<file path="src/hdl/xcorr_pkg.sv">
// ----------------------------------------------------------------------------
// Ten-antenna cross-correlator package
// Shared constants, types and the antenna pair table.
// ----------------------------------------------------------------------------
package xcorr_pkg;

  localparam int NUM_ANT   = 10;
  localparam int NUM_PAIRS = 45;
  localparam int NUM_OUT   = 55;
  localparam int LEN_WIDTH = 21;
  localparam logic [LEN_WIDTH-1:0] LEN_RESET = 21'd95000;

  typedef logic signed [3:0] nib_t;

  typedef struct packed {
    nib_t ar;
    nib_t ai;
    nib_t br;
    nib_t bi;
  } ant_t;

  typedef enum logic [1:0] {
    ST_RUN,
    ST_DUMP
  } state_t;

  function automatic logic [3:0] pair_first(input logic [5:0] k);
    logic [3:0] r;
    r = 4'd0;
    unique case (k)
      6'd0, 6'd1, 6'd2, 6'd3, 6'd4, 6'd5, 6'd6, 6'd7, 6'd8: r = 4'd0;
      6'd9, 6'd10, 6'd11, 6'd12, 6'd13, 6'd14, 6'd15, 6'd16: r = 4'd1;
      6'd17, 6'd18, 6'd19, 6'd20, 6'd21, 6'd22, 6'd23: r = 4'd2;
      6'd24, 6'd25, 6'd26, 6'd27, 6'd28, 6'd29: r = 4'd3;
      6'd30, 6'd31, 6'd32, 6'd33, 6'd34: r = 4'd4;
      6'd35, 6'd36, 6'd37, 6'd38: r = 4'd5;
      6'd39, 6'd40, 6'd41: r = 4'd6;
      6'd42, 6'd43: r = 4'd7;
      default: r = 4'd8;
    endcase
    return r;
  endfunction

  function automatic logic [3:0] pair_second(input logic [5:0] k);
    logic [3:0] i;
    logic [5:0] base;
    i = pair_first(k);
    base = 6'd0;
    unique case (i)
      4'd0: base = 6'd0;
      4'd1: base = 6'd9;
      4'd2: base = 6'd17;
      4'd3: base = 6'd24;
      4'd4: base = 6'd30;
      4'd5: base = 6'd35;
      4'd6: base = 6'd39;
      4'd7: base = 6'd42;
      default: base = 6'd44;
    endcase
    return 4'(6'(k - base) + 6'(i) + 6'd1);
  endfunction

endpackage

</file>
<file path="src/hdl/xcorr_lane.sv">
// ----------------------------------------------------------------------------
// Correlator lane
// Forms one product pair per sample and keeps four saturating accumulators.
// ----------------------------------------------------------------------------
module xcorr_lane #(
  parameter int ACC_WIDTH = 32
) (
  input  logic                        clk,
  input  logic                        rst,
  input  logic                        en,
  input  logic                        clear,
  input  xcorr_pkg::ant_t             x,
  input  xcorr_pkg::ant_t             y,
  output logic signed [ACC_WIDTH-1:0] acc [4]
);

  localparam logic signed [ACC_WIDTH-1:0] MAXV = {1'b0, {(ACC_WIDTH-1){1'b1}}};
  localparam logic signed [ACC_WIDTH-1:0] MINV = {1'b1, {(ACC_WIDTH-1){1'b0}}};

  logic signed [8:0] p [4];

  function automatic logic signed [ACC_WIDTH-1:0] sat_add(
    input logic signed [ACC_WIDTH-1:0] a, input logic signed [8:0] b);
    logic signed [ACC_WIDTH:0] s;
    s = {a[ACC_WIDTH-1], a} + (ACC_WIDTH+1)'(b);
    if (s[ACC_WIDTH] != s[ACC_WIDTH-1]) begin
      return s[ACC_WIDTH] ? MINV : MAXV;
    end
    return s[ACC_WIDTH-1:0];
  endfunction

  always_comb begin
    p[0] = 9'(x.ar * y.ar) + 9'(x.ai * y.ai);
    p[1] = 9'(x.ai * y.ar) - 9'(x.ar * y.ai);
    p[2] = 9'(x.br * y.br) + 9'(x.bi * y.bi);
    p[3] = 9'(x.bi * y.br) - 9'(x.br * y.bi);
  end

  always_ff @(posedge clk) begin
    for (int n = 0; n < 4; n++) begin
      if (rst || clear) begin
        acc[n] <= '0;
      end else if (en) begin
        acc[n] <= sat_add(acc[n], p[n]);
      end
    end
  end

endmodule

</file>
<file path="config.mk">
export PLATFORM = sky130hd
export DESIGN_NAME = xcorr_lane
export DESIGN_NICKNAME = d
export VERILOG_FILES = /design/src/hdl/xcorr_pkg.sv /design/src/hdl/xcorr_lane.sv
export SDC_FILE = /design/constraint.sdc
export NUM_CORES = 1
export LEC_CHECK = 0
export ABC_AREA = 1
export BUFFER_PORTS_ARGS = -buffer_cell sky130_fd_sc_hd__buf_2
export CELL_PAD_IN_SITES_DETAIL_PLACEMENT = 1
export CELL_PAD_IN_SITES_GLOBAL_PLACEMENT = 1
export CORE_UTILIZATION = 30
export DETAILED_ROUTE_END_ITERATION = 8
export MAX_ROUTING_LAYER = met4
export PLACE_DENSITY_LB_ADDON = 0.1
export RECOVER_POWER = 25
export SYNTH_ARGS = -nofsm -noshare
export SYNTH_HDL_FRONTEND = slang
export SYNTH_SLANG_ARGS = --single-unit
</file>
<file path="constraint.sdc">
create_clock -name clk -period 10.9 [get_ports clk]
set_clock_uncertainty 0.05 [all_clocks]
set_input_delay 1.635 -clock clk [delete_from_list [all_inputs] [get_ports clk]]
set_output_delay 1.635 -clock clk [all_outputs]
set_load 0.01 [all_outputs]
</file>
==> run metrics <==
status=complete, but fails checks; violated checks=DRC; Req. time, crit path=11.27 ns; setup TNS=0 ns; Yosys Warn Count=0; die height=301.0 µm; Crit Path Max Fanout=25; hold buffer count at cts=0; post_cts resized=0; Mapped Nets=roughly 4200; area delta synth->final=9.494%; hold path depth=2; Hold WS=0.4327 ns; Die W=301.0 µm; ys flop type=dfxtp_1; Routability Congestion=0.8447; cell area after synthesis=between 0.02 and 0.03 mm²; slowest cell on the critical path=fa_1; Crit Path Class=in -> reg; critical path's largest stage delay=0.79 ns; # IOs=164; Slew @ Worst Pin=1.089 ns; Crit path arrival time=7.96 ns; Worst Hold Class=reg -> reg; Cell variety after synth=38; Max-Cap Viols=0; #FFs+latches synth=128; Final Hold Fails=0; setup repair bufs after CTS=0; Initial Util=0.3030; Hold Path Sink=acc[34]; r2r endpoint=acc[122]; mean area per synthesized cell=~7.8 µm²; GRT Util Overall=0.1972; IO buf count=163; max reg flops=roughly 130; Async SR Flop Fraction=0; DR vias/cell=4.587; clk_lat worst skew=0.51 ns; post-route minimum period=~7.6 ns; ratio of cells with drive above 1 in the final layout=0.07179; CP Launch Type=input pin; Post-Synthesis Cells=3450; Min-Delay Startpoint=acc[34]; initial antenna violation count=4; relative slew slack=0.2735; largest net degree at the start of global routing=between 60 and 70; fin. max-slew vios=0; most frequent cells in the layout=798 x nand2_1, 711 x inv_1, 440 x fa_1; vias in the first global route=24299; area of the core=0.08851 mm²; Final period util=0.6966; Crit. End Element=flip-flop; commonest non-fill, non-tap cell in the layout=nand2_1; Pre-antenna DRT Iters=7; Crit path max-delay family=adder cells; initial DRC count=716; Via Count=21839; average wire per standard cell=17.35 µm; post-synthesis sequential area ratio=0.09555; Die ar.=slightly above 0.09 mm²; CTS sink count=128; EDFF count, synth=0; Crit path buffers/inverters=7; Reg with most FFs=acc; root buffer cell=clkbuf_16; Final setup viols=0; Routed Antenna Nets=0; reg-to-reg slack, setup=about 5.3 ns; TritonCTS Buffers=17; Reg clk slew, reported paths=0.07 ns; fmax=131.7 MHz; Worst R2R Path Depth=24; Routed Wire Length=around 83000 µm; gr ovfl total=0; Max Root-Sink Buffers=2; reg-to-reg critical path startpoint=acc[98]; Largest regs=acc: 128 flops; Core Rows=109; Detailed Place HPWL=68440 µm; Remaining DRCs=11; # nets final=4361; CTS tree=yes; global-route wire length before repair=135100 µm; RSZ-0062 raised after global routing=no; CTS HTree Levels=4
worst register-to-register path: stages (launching register included):
cell,delay [ns]
dfxtp_1,0.36
inv_1,0.09
fa_1,0.41
inv_1,0.09
fa_1,0.42
fa_1,0.52
fa_1,0.49
inv_1,0.05
fa_1,0.47
inv_1,0.04
ha_1,0.35
nand2_1,0.15
inv_1,0.08
nand3_1,0.08
nand3_1,0.18
nand2_1,0.14
nand2_2,0.09
nand2_1,0.15
nand2_1,0.09
nand2_1,0.07
nand2_1,0.07
nand2_1,0.43
buf_4,0.35
nand3_1,0.19
a21oi_1,0.16
through the flow:
step | utilization | instance area [µm²] | instances | setup WS (ns)
detailed placement | 0.3263 | 28880 | 4727 | 2.711
finish | 0.3318 | 29360 | 4761 | 3.307
floorplan | - | 26820 | 3450 | 3.755
global placement | 0.3263 | 28880 | 4727 | 2.811
CTS | 0.3326 | 29440 | 4759 | 3.270
global route | 0.3318 | 29360 | 4761 | 2.831
synthesized netlist by cell type, types with 2 or more instances:
| master | instances | share of area |
|---|---|---|
| a21oi_2 | 45 | 0.015 |
| a21oi_1 | 205 | 0.038 |
| fa_1 | 440 | 0.33 |
| a21o_1 | 10 | 0.0028 |
| inv_1 | 713 | 0.10 |
| nand3_1 | 122 | 0.023 |
| or2_1 | 2 | 0.00047 |
| a31oi_1 | 3 | 0.00070 |
| inv_4 | 3 | 0.00070 |
| ha_1 | 304 | 0.14 |
| nand2_1 | 798 | 0.11 |
| nand4_1 | 21 | 0.0049 |
| nand2_2 | 23 | 0.0054 |
| nor2_1 | 191 | 0.027 |
| dfxtp_1 | 128 | 0.096 |
| xor2_1 | 80 | 0.026 |
| buf_6 | 12 | 0.0050 |
| o21ai_0 | 131 | 0.024 |
| buf_4 | 2 | 0.00056 |
| nand3b_1 | 10 | 0.0028 |
| o211ai_1 | 5 | 0.0014 |
| buf_2 | 8 | 0.0015 |
| or2_0 | 2 | 0.00047 |
| o21bai_1 | 30 | 0.0084 |
| and3_1 | 2 | 0.00047 |
| and2_1 | 9 | 0.0021 |
| nor3_1 | 32 | 0.0060 |
| xnor2_1 | 29 | 0.0095 |
| nor2_2 | 3 | 0.00070 |
| clkbuf_1 | 49 | 0.0069 |
| inv_2 | 2 | 0.00028 |
| o2111ai_1 | 2 | 0.00065 |
| o21ai_1 | 2 | 0.00037 |
| or2_2 | 28 | 0.0065 |
worst max path at each step:
stage,startpoint,end,slack [ns],depth (start not counted)
floorplan,y[4],acc[61],3.75,26
global placement,y[15],acc[122],2.81,22
detailed placement,y[7],acc[28],2.71,24
CTS,y[7],acc[28],3.27,24
global route,y[7],acc[28],2.83,25
finish,y[7],acc[28],3.31,25
cells by family after synthesis:
| kind of cell | Yosys count | synth area share |
|---|---|---|
| buffers and inverters | 790 | 0.1149 |
| XOR/XNOR | 109 | 0.03560 |
| adder cells (fa/ha/maj) | 744 | 0.4703 |
| AO/OA/AOI/OAI | 433 | 0.09172 |
| flip-flops | 128 | 0.09555 |
| AND/OR/NAND/NOR | 1246 | 0.1920 |
routing by layer:
| metal | global-route usage | routed length [µm] | part of all wire | vias to the layer above |
|---|---|---|---|---|
| li1 | - | - | - | 10840 |
| met1 | 0.2568 | 39630 | 0.48 | 10752 |
| met2 | 0.3237 | 39470 | 0.48 | 187 |
| met3 | 0.02597 | 2128 | 0.026 | 60 |
| met4 | 0.04593 | 1356 | 0.016 | 0 |
| met5 | - | 0 | 0 | - |
final cells by class:
| type | instances | area [µm²] |
|---|---|---|
| Fill cell | 10899 | 59150 |
| Tap cell | 1165 | 1458 |
| Antenna cell | 2 | 5.005 |
| Clock buffer | 27 | 533.0 |
| Sequential cell | 128 | 2562 |
| Clock inverter | 5 | 25.02 |
| Multi-Input combinational cell | 2532 | 21180 |
| Timing Repair Buffer | 184 | 895.9 |
| Inverter | 718 | 2703 |
Power is not shown: default switching activity piles up to over one toggle a cycle in this logic, so the estimate is an artifact.
